[src/rtl/core/i2c_brs_pkg.sv]
package i2c_brs_pkg;

   localparam int unsigned CSR_INDEX_WIDTH = 2;
   localparam int unsigned CSR_DATA_WIDTH = 16;

   // Configuration register indexes.
   localparam logic [CSR_INDEX_WIDTH-1:0] CSR_SLAVE_ADDRESS = 2'd0;
   localparam logic [CSR_INDEX_WIDTH-1:0] CSR_READ_BYTE_COUNT = 2'd1;
   localparam logic [CSR_INDEX_WIDTH-1:0] CSR_READ_TIMEOUT = 2'd2;
   localparam logic [CSR_INDEX_WIDTH-1:0] CSR_WRITE_TIMEOUT = 2'd3;

   // Request kinds.
   localparam logic [1:0] KIND_START_READ = 2'd0;
   localparam logic [1:0] KIND_START_WRITE = 2'd1;
   localparam logic [1:0] KIND_POLL = 2'd2;
   localparam logic [1:0] KIND_TICK = 2'd3;

   // Sequencer phases.
   localparam logic [1:0] PH_IDLE = 2'd0;
   localparam logic [1:0] PH_ADDR = 2'd1;
   localparam logic [1:0] PH_RECV = 2'd2;
   localparam logic [1:0] PH_WRITE = 2'd3;

   // Commands to the bus master.
   localparam logic [2:0] CMD_NONE = 3'd0;
   localparam logic [2:0] CMD_ADDR_NOSTOP = 3'd1;
   localparam logic [2:0] CMD_RECV_STOP = 3'd2;
   localparam logic [2:0] CMD_REQ_STOP = 3'd3;
   localparam logic [2:0] CMD_WRITE_STOP = 3'd4;

   // Outcomes.
   localparam logic [2:0] OC_PENDING = 3'd0;
   localparam logic [2:0] OC_OK = 3'd1;
   localparam logic [2:0] OC_FAIL = 3'd2;
   localparam logic [2:0] OC_TIMEOUT = 3'd3;
   localparam logic [2:0] OC_REJECT = 3'd4;

   localparam logic [7:0] ADDR_PHASE_BYTES = 8'd1;
   localparam logic [7:0] WRITE_PHASE_BYTES = 8'd2;

   localparam logic [6:0] SLAVE_ADDRESS_RESET = 7'd0;
   localparam logic [7:0] READ_BYTE_COUNT_RESET = 8'd1;
   localparam logic [15:0] TIMEOUT_RESET = 16'd100;

   typedef struct packed {
      logic [1:0] kind;
      logic [7:0] reg_addr;
      logic [7:0] write_data;
      logic bus_busy;
      logic stop_detected;
      logic access_ready;
      logic nack_seen;
      logic [7:0] rx_byte;
   } req_type;

   typedef struct packed {
      logic [2:0] command;
      logic [6:0] target;
      logic [7:0] byte_count;
      logic [7:0] tx_first;
      logic [7:0] tx_second;
      logic clear_stop_flag;
      logic clear_nack_flag;
      logic done_res;
      logic [2:0] outcome;
      logic [7:0] read_data;
   } rsp_type;

   typedef struct packed {
      logic [6:0] slave_address;
      logic [7:0] read_byte_count;
      logic [15:0] read_timeout_ticks;
      logic [15:0] write_timeout_ticks;
   } cfg_type;

endpackage

[src/rtl/core/i2c_brs_csr.sv]
module i2c_brs_csr
   import i2c_brs_pkg::*;
(
   input  logic clock,
   input  logic reset,
   input  logic csr_valid,
   input  logic [CSR_INDEX_WIDTH-1:0] csr_index,
   input  logic [CSR_DATA_WIDTH-1:0] csr_data,
   output cfg_type cfg
);

   cfg_type cfg_ff;
   cfg_type cfg_in;

   always_comb begin
      cfg_in = cfg_ff;
      if (csr_valid) begin
         case (csr_index)
            CSR_SLAVE_ADDRESS: cfg_in.slave_address = csr_data[6:0];
            CSR_READ_BYTE_COUNT: cfg_in.read_byte_count = csr_data[7:0];
            CSR_READ_TIMEOUT: cfg_in.read_timeout_ticks = csr_data;
            CSR_WRITE_TIMEOUT: cfg_in.write_timeout_ticks = csr_data;
            default: cfg_in = cfg_ff;
         endcase
      end
   end

   always_ff @(posedge clock) begin
      if (reset) begin
         cfg_ff.slave_address <= SLAVE_ADDRESS_RESET;
         cfg_ff.read_byte_count <= READ_BYTE_COUNT_RESET;
         cfg_ff.read_timeout_ticks <= TIMEOUT_RESET;
         cfg_ff.write_timeout_ticks <= TIMEOUT_RESET;
      end else begin
         cfg_ff <= cfg_in;
      end
   end

   assign cfg = cfg_ff;

endmodule

[src/rtl/core/i2c_brs_engine.sv]
module i2c_brs_engine
   import i2c_brs_pkg::*;
#(
   parameter int unsigned COUNT_WIDTH = 16
)(
   input  logic clock,
   input  logic reset,
   input  logic fire,
   input  req_type req,
   input  cfg_type cfg,
   output rsp_type rsp,
   output logic [1:0] phase
);

   logic [1:0] phase_ff;
   logic [1:0] phase_in;
   logic [COUNT_WIDTH-1:0] countdown_ff;
   logic [COUNT_WIDTH-1:0] countdown_in;
   logic [COUNT_WIDTH-1:0] countdown_dec;
   logic [6:0] target_ff;
   logic [6:0] target_in;

   assign countdown_dec = countdown_ff - {{(COUNT_WIDTH-1){1'b0}}, 1'b1};

   always_comb begin
      rsp = '0;
      phase_in = phase_ff;
      countdown_in = countdown_ff;
      target_in = target_ff;
      case (req.kind)
         KIND_START_READ, KIND_START_WRITE: begin
            if (phase_ff != PH_IDLE || req.bus_busy) begin
               rsp.done_res = 1'b1;
               rsp.outcome = OC_REJECT;
            end else begin
               target_in = cfg.slave_address;
               rsp.target = cfg.slave_address;
               rsp.tx_first = req.reg_addr;
               if (req.kind == KIND_START_READ) begin
                  rsp.command = CMD_ADDR_NOSTOP;
                  rsp.byte_count = ADDR_PHASE_BYTES;
                  countdown_in = COUNT_WIDTH'(cfg.read_timeout_ticks);
                  phase_in = PH_ADDR;
               end else begin
                  rsp.command = CMD_WRITE_STOP;
                  rsp.byte_count = WRITE_PHASE_BYTES;
                  rsp.tx_second = req.write_data;
                  countdown_in = COUNT_WIDTH'(cfg.write_timeout_ticks);
                  phase_in = PH_WRITE;
               end
            end
         end
         KIND_POLL: begin
            if (phase_ff == PH_ADDR) begin
               // A stop while the address is still going out fails the read.
               if (req.stop_detected) begin
                  rsp.clear_stop_flag = 1'b1;
                  rsp.done_res = 1'b1;
                  rsp.outcome = OC_FAIL;
                  phase_in = PH_IDLE;
               end else if (req.access_ready) begin
                  if (req.nack_seen) begin
                     rsp.command = CMD_REQ_STOP;
                     rsp.clear_nack_flag = 1'b1;
                  end else begin
                     rsp.command = CMD_RECV_STOP;
                     rsp.target = target_ff;
                     rsp.byte_count = cfg.read_byte_count;
                     phase_in = PH_RECV;
                  end
               end
            end else if (phase_ff != PH_IDLE && req.stop_detected) begin
               rsp.clear_stop_flag = 1'b1;
               rsp.done_res = 1'b1;
               if (req.nack_seen) begin
                  rsp.clear_nack_flag = 1'b1;
                  rsp.outcome = OC_FAIL;
               end else begin
                  rsp.outcome = OC_OK;
                  if (phase_ff == PH_RECV) begin
                     rsp.read_data = req.rx_byte;
                  end
               end
               phase_in = PH_IDLE;
            end
         end
         default: begin
            // A countdown loaded as zero never expires.
            if (phase_ff != PH_IDLE && countdown_ff != '0) begin
               countdown_in = countdown_dec;
               if (countdown_dec == '0) begin
                  rsp.done_res = 1'b1;
                  rsp.outcome = OC_TIMEOUT;
                  phase_in = PH_IDLE;
               end
            end
         end
      endcase
   end

   always_ff @(posedge clock) begin
      if (reset) begin
         phase_ff <= PH_IDLE;
         countdown_ff <= '0;
         target_ff <= '0;
      end else if (fire) begin
         phase_ff <= phase_in;
         countdown_ff <= countdown_in;
         target_ff <= target_in;
      end
   end

   assign phase = phase_ff;

endmodule

[src/rtl/core/i2c_byte_register_access_sequencer.sv]
// Register read/write sequencer for a one-byte register access over an I2C master.
// Requests arrive on the req_ channel (valid/ready): a start read, a start write,
// a status poll carrying the master's flags, or a timer tick. Every request gives
// exactly one response on the rsp_ channel, in order, with the command to hand to
// the master, the flag clears to write, and the outcome once the access ends.
// The csr_ channel writes the slave address, receive byte count and the read and
// write timeouts; it is always ready and should only be written while idle.
// A request taken is registered, evaluated against the sequencer state, and its
// response is registered in turn. Throughput is one request per cycle while the
// receiver does not stall, set by the single evaluation stage that updates the
// phase and countdown registers.
// When the receiver stalls, the response register holds and the input register
// still fills, so one more request is taken before req_ready drops.
// A synchronous reset empties both registers, returns the sequencer to idle with
// a zero countdown, and restores the configuration to its reset values
// (address 0, byte count 1, both timeouts 100 ticks).
module i2c_byte_register_access_sequencer
   import i2c_brs_pkg::*;
#(
   parameter int unsigned COUNT_WIDTH = 16
)(
   input  logic clock,
   input  logic reset,
   input  logic req_valid,
   output logic req_ready,
   input  logic [1:0] req_kind,
   input  logic [7:0] req_reg_addr,
   input  logic [7:0] req_write_data,
   input  logic req_bus_busy,
   input  logic req_stop_detected,
   input  logic req_access_ready,
   input  logic req_nack_seen,
   input  logic [7:0] req_rx_byte,
   output logic rsp_valid,
   input  logic rsp_ready,
   output logic [2:0] rsp_command,
   output logic [6:0] rsp_target,
   output logic [7:0] rsp_byte_count,
   output logic [7:0] rsp_tx_first,
   output logic [7:0] rsp_tx_second,
   output logic rsp_clear_stop_flag,
   output logic rsp_clear_nack_flag,
   output logic rsp_done_res,
   output logic [2:0] rsp_outcome,
   output logic [7:0] rsp_read_data,
   input  logic csr_valid,
   output logic csr_ready,
   input  logic [CSR_INDEX_WIDTH-1:0] csr_index,
   input  logic [CSR_DATA_WIDTH-1:0] csr_data
);

   logic req_valid_ff;
   logic req_valid_in;
   req_type req_ff;
   logic rsp_valid_ff;
   logic rsp_valid_in;
   rsp_type rsp_ff;
   rsp_type step_rsp;
   cfg_type cfg;
   logic [1:0] phase;
   logic advance;
   logic fire;

   assign advance = !rsp_valid_ff || rsp_ready;
   assign fire = req_valid_ff && advance;
   assign req_ready = !req_valid_ff || advance;
   assign csr_ready = 1'b1;

   assign req_valid_in = req_ready ? req_valid : req_valid_ff;
   assign rsp_valid_in = advance ? fire : rsp_valid_ff;

   always_ff @(posedge clock) begin
      if (reset) begin
         req_valid_ff <= 1'b0;
         rsp_valid_ff <= 1'b0;
      end else begin
         req_valid_ff <= req_valid_in;
         rsp_valid_ff <= rsp_valid_in;
      end
   end

   always_ff @(posedge clock) begin
      if (req_valid && req_ready) begin
         req_ff.kind <= req_kind;
         req_ff.reg_addr <= req_reg_addr;
         req_ff.write_data <= req_write_data;
         req_ff.bus_busy <= req_bus_busy;
         req_ff.stop_detected <= req_stop_detected;
         req_ff.access_ready <= req_access_ready;
         req_ff.nack_seen <= req_nack_seen;
         req_ff.rx_byte <= req_rx_byte;
      end
      if (fire) begin
         rsp_ff <= step_rsp;
      end
   end

   i2c_brs_csr u_csr (
      .clock(clock),
      .reset(reset),
      .csr_valid(csr_valid),
      .csr_index(csr_index),
      .csr_data(csr_data),
      .cfg(cfg)
   );

   i2c_brs_engine #(
      .COUNT_WIDTH(COUNT_WIDTH)
   ) u_engine (
      .clock(clock),
      .reset(reset),
      .fire(fire),
      .req(req_ff),
      .cfg(cfg),
      .rsp(step_rsp),
      .phase(phase)
   );

   assign rsp_valid = rsp_valid_ff;
   assign rsp_command = rsp_ff.command;
   assign rsp_target = rsp_ff.target;
   assign rsp_byte_count = rsp_ff.byte_count;
   assign rsp_tx_first = rsp_ff.tx_first;
   assign rsp_tx_second = rsp_ff.tx_second;
   assign rsp_clear_stop_flag = rsp_ff.clear_stop_flag;
   assign rsp_clear_nack_flag = rsp_ff.clear_nack_flag;
   assign rsp_done_res = rsp_ff.done_res;
   assign rsp_outcome = rsp_ff.outcome;
   assign rsp_read_data = rsp_ff.read_data;

   // A finished access always leaves the sequencer idle; a rejected start leaves
   // any pending access running.
   a_done_goes_idle: assert property (@(posedge clock) disable iff (reset)
      fire && step_rsp.done_res && step_rsp.outcome != OC_REJECT |=> phase == PH_IDLE)
      else $error("sequencer not idle after a finished access");

   // A response carries an outcome exactly when it ends the access.
   a_done_outcome: assert property (@(posedge clock) disable iff (reset)
      rsp_valid |-> (rsp_done_res == (rsp_outcome != OC_PENDING)))
      else $error("done flag and outcome disagree");

   // Read data is only returned by a successful access.
   a_read_data_ok: assert property (@(posedge clock) disable iff (reset)
      rsp_valid && rsp_read_data != 8'd0 |-> rsp_outcome == OC_OK)
      else $error("read data without success");

   // A held request is not lost while the response register is stalled.
   a_req_held: assert property (@(posedge clock) disable iff (reset)
      req_valid_ff && !advance |=> req_valid_ff)
      else $error("pending request dropped during stall");

endmodule
[config.mk]
export PLATFORM = sky130hd
export DESIGN_NAME = i2c_byte_register_access_sequencer
export DESIGN_NICKNAME = d
export VERILOG_FILES = /design/src/rtl/core/i2c_brs_pkg.sv /design/src/rtl/core/i2c_brs_csr.sv /design/src/rtl/core/i2c_brs_engine.sv /design/src/rtl/core/i2c_byte_register_access_sequencer.sv
export SDC_FILE = /design/constraint.sdc
export NUM_CORES = 1
export LEC_CHECK = 0
export ABC_AREA = 1
export CAP_MARGIN = 20
export CORE_MARGIN = 2
export CORE_UTILIZATION = 55
export DETAILED_ROUTE_END_ITERATION = 7
export DONT_BUFFER_PORTS = 1
export PLACE_DENSITY = 0.74
export SLEW_MARGIN = 10
export SYNTH_ARGS = -nofsm -noshare
export SYNTH_HDL_FRONTEND = slang
export SYNTH_SLANG_ARGS = --single-unit
[constraint.sdc]
create_clock -name clock -period 7 [get_ports clock]
set_input_delay 0.7 -clock clock [delete_from_list [all_inputs] [get_ports clock]]
set_output_delay 0.7 -clock clock [all_outputs]
set_load 0.02 [all_outputs]
---- Word level (Yosys, flattened, before mapping) ----
Index checks and enable logic that the tools add are counted.
W data, S select, Z words.
operators by class
  reductions and logical operators ........ 28
  $add $sub $neg .......................... 1
  equal/unequal tests ..................... 11
  mux-type cells .......................... 38
  bitwise gates (word level) .............. 5
operators by type and width
  kind                     count
  $mux W18                 3
  $mux W16                 3
  $pmux W18 S2             1
  $mux W34                 1
  $pmux W16 S2             1
  $mux W8                  3
  $mux W2                  11
  $logic_not A16 Y1        1
  $mux W4                  4
  $reduce_bool A16 Y1      1
  $sub A16 B1 Y16 const B  1
  $mux W15                 1
  $mux W14                 1
  $eq A2 B2 Y1 const B     4
  $ne A4 B4 Y1 const B     2
  $pmux W4 S2              1
  $reduce_and A2 Y1        4
  $reduce_and A7 Y1        1
  $eq A2 B1 Y1 const B     3
  $mux W6                  1
  $reduce_bool A3 Y1       2
  $mux W1                  5
  $not A1 Y1               5
  $reduce_or A5 Y1         1
  13 further kinds         22
word-level totals
  input port bits ......................... 53
  output and inout bits ................... 51
  register bits ........................... 152
  word-level logic and storage cells ...... 110

---- Longest topological paths before layout ----
  depth after elaboration ................. 6
  mapped depth ............................ 15
  depth with buffers taken out ............ 15

---- By module ----
A second synthesis with hierarchy kept.
unflattened totals
  cells, all modules ...................... 752
  area total of the unflattened synthesis .. 6,650.1 µm²
by module, submodules not included
  module                              area an instance (µm²)  seq. area each (µm²)  instances  cells each
  i2c_byte_register_access_sequencer  2,444.8                 2,382.3               1          92
  i2c_brs_engine                      2,263.4                 500.5                 1          367
  i2c_brs_csr                         1,941.9                 940.9                 1          293

---- Worst setup path after synthesis ----
Ideal clock, no wire load.
  path kind ............................... input to register
  start point ............................. in rsp_ready
  end point ............................... reg u_engine.phase_ff[0] (netlist: u_engine.phase[0])
  setup time .............................. 132 ps
  buffers on the path ..................... 0
  arrival time ............................ 2,612 ps
  required time ........................... 6,868 ps
  stages .................................. 9
  slack ................................... 4,256 ps
  path through ............................ inv_1 -> nand2_1 -> nand2_1 -> inv_1 -> nand2_1 -> a211oi_1 -> nand2_1 -> nand2_1 -> a21oi_1
on the way
  longest elaborated chain between the ends .. 3
ends and longest elaborated chain
  item                                RTL line                                  text
  start: declaration                  i2c_byte_register_access_sequencer.sv:35  input logic rsp_ready,
  $logic_or A1 B1 Y1                  i2c_byte_register_access_sequencer.sv:64  assign advance = !rsp_valid_ff || rsp_ready;
  $logic_and A1 B1 Y1                 i2c_byte_register_access_sequencer.sv:65  assign fire = req_valid_ff && advance;
  via fire                            i2c_byte_register_access_sequencer.sv:62  logic fire;
  $reduce_and A7 Y1 (no source line)  n/a
  end signal: assignment              i2c_brs_engine.sv:107                     phase_ff <= phase_in;
  end: declaration                    i2c_brs_engine.sv:15                      logic [1:0] phase_ff;
The timed path passes the listed nets, and every way through them passes these cells.
A chain may end at the register's enable or synchronous reset.

==> impl_metrics.yaml <==
status:
  status: "completed"
routing:
  antenna_left: 0
  drtIter0Drc: 372
  drc: 0
  wl_per_cell_um: 16.63
  via_count: 4553
  drtPass1Iterations: 5
  routed_wl_um: 13600
  via_per_inst: 5.566
worst_setup_path:
  worstSetupPathType: "reg -> reg"
  cp_max_fo: 12
  critical_path_required_ns: 7.18
  start_kind: "flop"
  path_cells: "inv_1 -> nor2_1 -> inv_1 -> nor4_2 -> nand2_2 -> clkinv_1 -> a32o_1"
  r2r-start: "req_ff[29]"
  r2r-end: "rsp_target[0]"
  setup.worst_path.end_class: "flop"
  reg2reg_slack_ns: 4.50
  ff2ff_path_depth: 7
  max_stage_delay_ns: 0.62
  setup.worst_path.start: "req_ff[29]"
  cp.arrival_ns: 2.68
  crit_top_cell: "inv_1"
  critPathSlowestCell: "edfxtp_1"
clock_network:
  tritoncts: "built"
  clkLatencyLatePin_ns: 0.43
  path_clk_slew_ns: 0.07
  post_cts_resized: 0
  cts_buffers: 17
  cts_sinks: 152
  cts_root_buffer: "clkbuf_16"
  cts_setup_buffers: 0
  clockBufferDepth: 2
  htreeDepth: 4
  hold_buffers: 0
min_path:
  hold_start: "reset"
  whs_path_depth: 1
  holdPathEnd: "u_engine.target_ff[1]"
  min_path_type: "in -> reg"
floorplanning:
  row_count: 38
  dieArea_um2: 12220
  die_w_um: 110.5
  core_area_um2: 10940
  ioPinCount: 104
  start_util: 0.5707
  die_h_um: 110.5
power_and_ir_drop:
  swShare: 0.2694
  p_int_mw: 1.551
  vdd_drop_max_mv: 0.1700
  p_per_area_nw_per_um2: 304.7
  pwr-share-clk: 0.432
  leakage_nw: 2.747
  combPwrFrac: 0.084
  p_seq_frac: 0.484
  p_sw_mw: 0.5718
finish:
  drive_above_1_share: 0.1049
  area_growth_pct: 11.61
  final_common_cell: "nor2_1"
  post-route-cell-area_um2: 6965
  layout_common_cells: "106 x nor2_1, 92 x nand2_1, 79 x inv_1"
  final.fill_count: 850
  ff_latch_area_um2: 3824
  multi_input_area_um2: 1989
  finalNetCount: 719
sta:
  fin_crit_sh: 0.3576
  min_period_ns: 2.503
  final-max-slew-violation-count: 0
  timing.fmax_mhz: 399.4
  clock_skew_ns: 0.009049
  finalSetupViolations: 0
  tightest_slew_ns: 0.9971
  fin_setup_tns_ns: 0
  relSlewSlack: 0.3343
  finalHoldViolCount: 0
  rsz0062_at_grt: "false"
global_routing:
  grt_first_pass_wirelength_um: 22290
  groute.usage.overall: 0.2289
  grt_pass1_vias: 4540
  grt-ovfl-total: 0
  grt_start_max_net_pins: 65
  antenna_found_initial: 1
yosys:
  synth_top_cell_by_area: "edfxtp_1"
  avgSynthCellArea_um2: 9.442
  yosys_warnings: 0
  synth_top_area_share: 0.3753
  syn-cell-area_um2: 6241
  ys_types: 43
  synth_nets: 716
  synth_cells: 661
  synth_seq_cells: 152
  yosysSeqAreaShare: 0.6127
  synth.area.top_cells: "edfxtp_1 38%, dfxtp_1 24%, nor2_1 6.4%"
placed_design:
  dpl-instance-area_um2: 6332
  portBuffers: 0
  dp_hpwl_um: 9279
  gp_congestion: 0.8804
job:
  max-cap-violations: 0
kinds of logic (layout without fill, tap and decap cells):
kind of cell / count (synthesis) / after routing / share of synthesized area
DFF: 152 / 152 / 0.6127
and+or+nand+nor: 256 / 256 / 0.1832
buffers and inverters: 107 / 123 / 0.06857
adders and majority gates: 2 / 2 / 0.004009
AOI/OAI and AO/OA: 141 / 141 / 0.1281
other: 1 / 2 / 0.0006009
xor gates and xnor gates: 2 / 2 / 0.002807
power groups by stage:
stage / Clock (mW) / Sequential (mW) / Combinational, mW
5_1_grt: 0.970 / 1.03 / 0.202
3_3_place_gp: 0 / 1.04 / 0.168
3_5_place_dp: 0 / 1.05 / 0.173
6_report: 0.918 / 1.03 / 0.178
4_1_cts: 0.925 / 1.03 / 0.176
2_1_floorplan: 0 / 1.04 / 0.143
how the worst max path moves through the flow:
stage | end | slack, ns
after global placement | u_engine.countdown_ff[6] | 4.38
after global routing | rsp_target[0] | 4.29
after floorplan | u_engine.phase[0] | 4.26
final | rsp_target[0] | 4.50
after CTS | rsp_target[6] | 4.50
after detailed placement | u_engine.countdown_ff[6] | 4.29
critical path: cells and delay by family (launching register included):
family,cells,cell delay (ns)
buffers and inverters,3,0.94
AO/OA/AOI/OAI,1,0.31
flip-flops,1,0.62
AND/OR/NAND/NOR,3,0.36
synth_stat cells, drive strengths merged:
library cell / count
o22ai: 7
nor3b: 5
nand3: 20
a32o: 7
and2: 1
buf: 7
o21ai: 62
conb: 1
a22oi: 1
nand2: 100
dfxtp: 74
nor4: 2
o31ai: 1
nor3: 6
ha: 2
a211oi: 1
nor2: 118
edfxtp: 78
a221oi: 2
inv: 86
xnor2: 1
clkinv: 3
nand4: 2
clkbuf: 11
a31oi: 1
nand3b: 2
o221ai: 5
xor2: 1
a21oi: 54
registers in the layout, indices dropped and copies added, names as in the netlist, 7 cells and up:
register	flops
rsp_byte_count	8
rsp_tx_second	8
req_ff	30
u_engine.countdown_ff	16
rsp_read_data	8
u_csr.cfg	47
u_engine.target_ff	7
rsp_tx_first	8
rsp_target	7
area by class of cell:
class                           instances  share of cell area
Antenna cell                            1           0.0003593
Clock buffer                           17             0.06107
Clock inverter                         15             0.02551
Inverter                               89             0.04832
Multi-Input combinational cell        402              0.2856
Sequential cell                       152              0.5489
Tap cell                              140             0.02515
Timing Repair Buffer                    2            0.005030
through the flow:
| stage | setup WS, ns | hold slack, ns | power, mW | cells | util |
|---|---|---|---|---|---|
| after floorplan | 4.256 | 0.4289 | 1.180 | 661 | - |
| after global placement | 4.378 | 0.4399 | 1.212 | 784 | 0.5791 |
| after detailed placement | 4.287 | 0.4429 | 1.219 | 784 | 0.5791 |
| after CTS | 4.496 | 0.3207 | 2.128 | 816 | 0.6342 |
| after global routing | 4.294 | 0.3161 | 2.202 | 818 | 0.6370 |
| final | 4.497 | 0.3319 | 2.122 | 818 | 0.6370 |
per-layer routing:
metal | wire, µm | vias up | global-route usage | share of wire
met4 | 370 | 0 | 0.08417 | 0.027
met2 | 6593 | 189 | 0.3718 | 0.48
li1 | - | 2209 | - | -
met3 | 1052 | 38 | 0.08013 | 0.077
met5 | 0 | - | 0 | 0
met1 | 5588 | 2117 | 0.2835 | 0.41
Power figures use the tool's default switching activity.
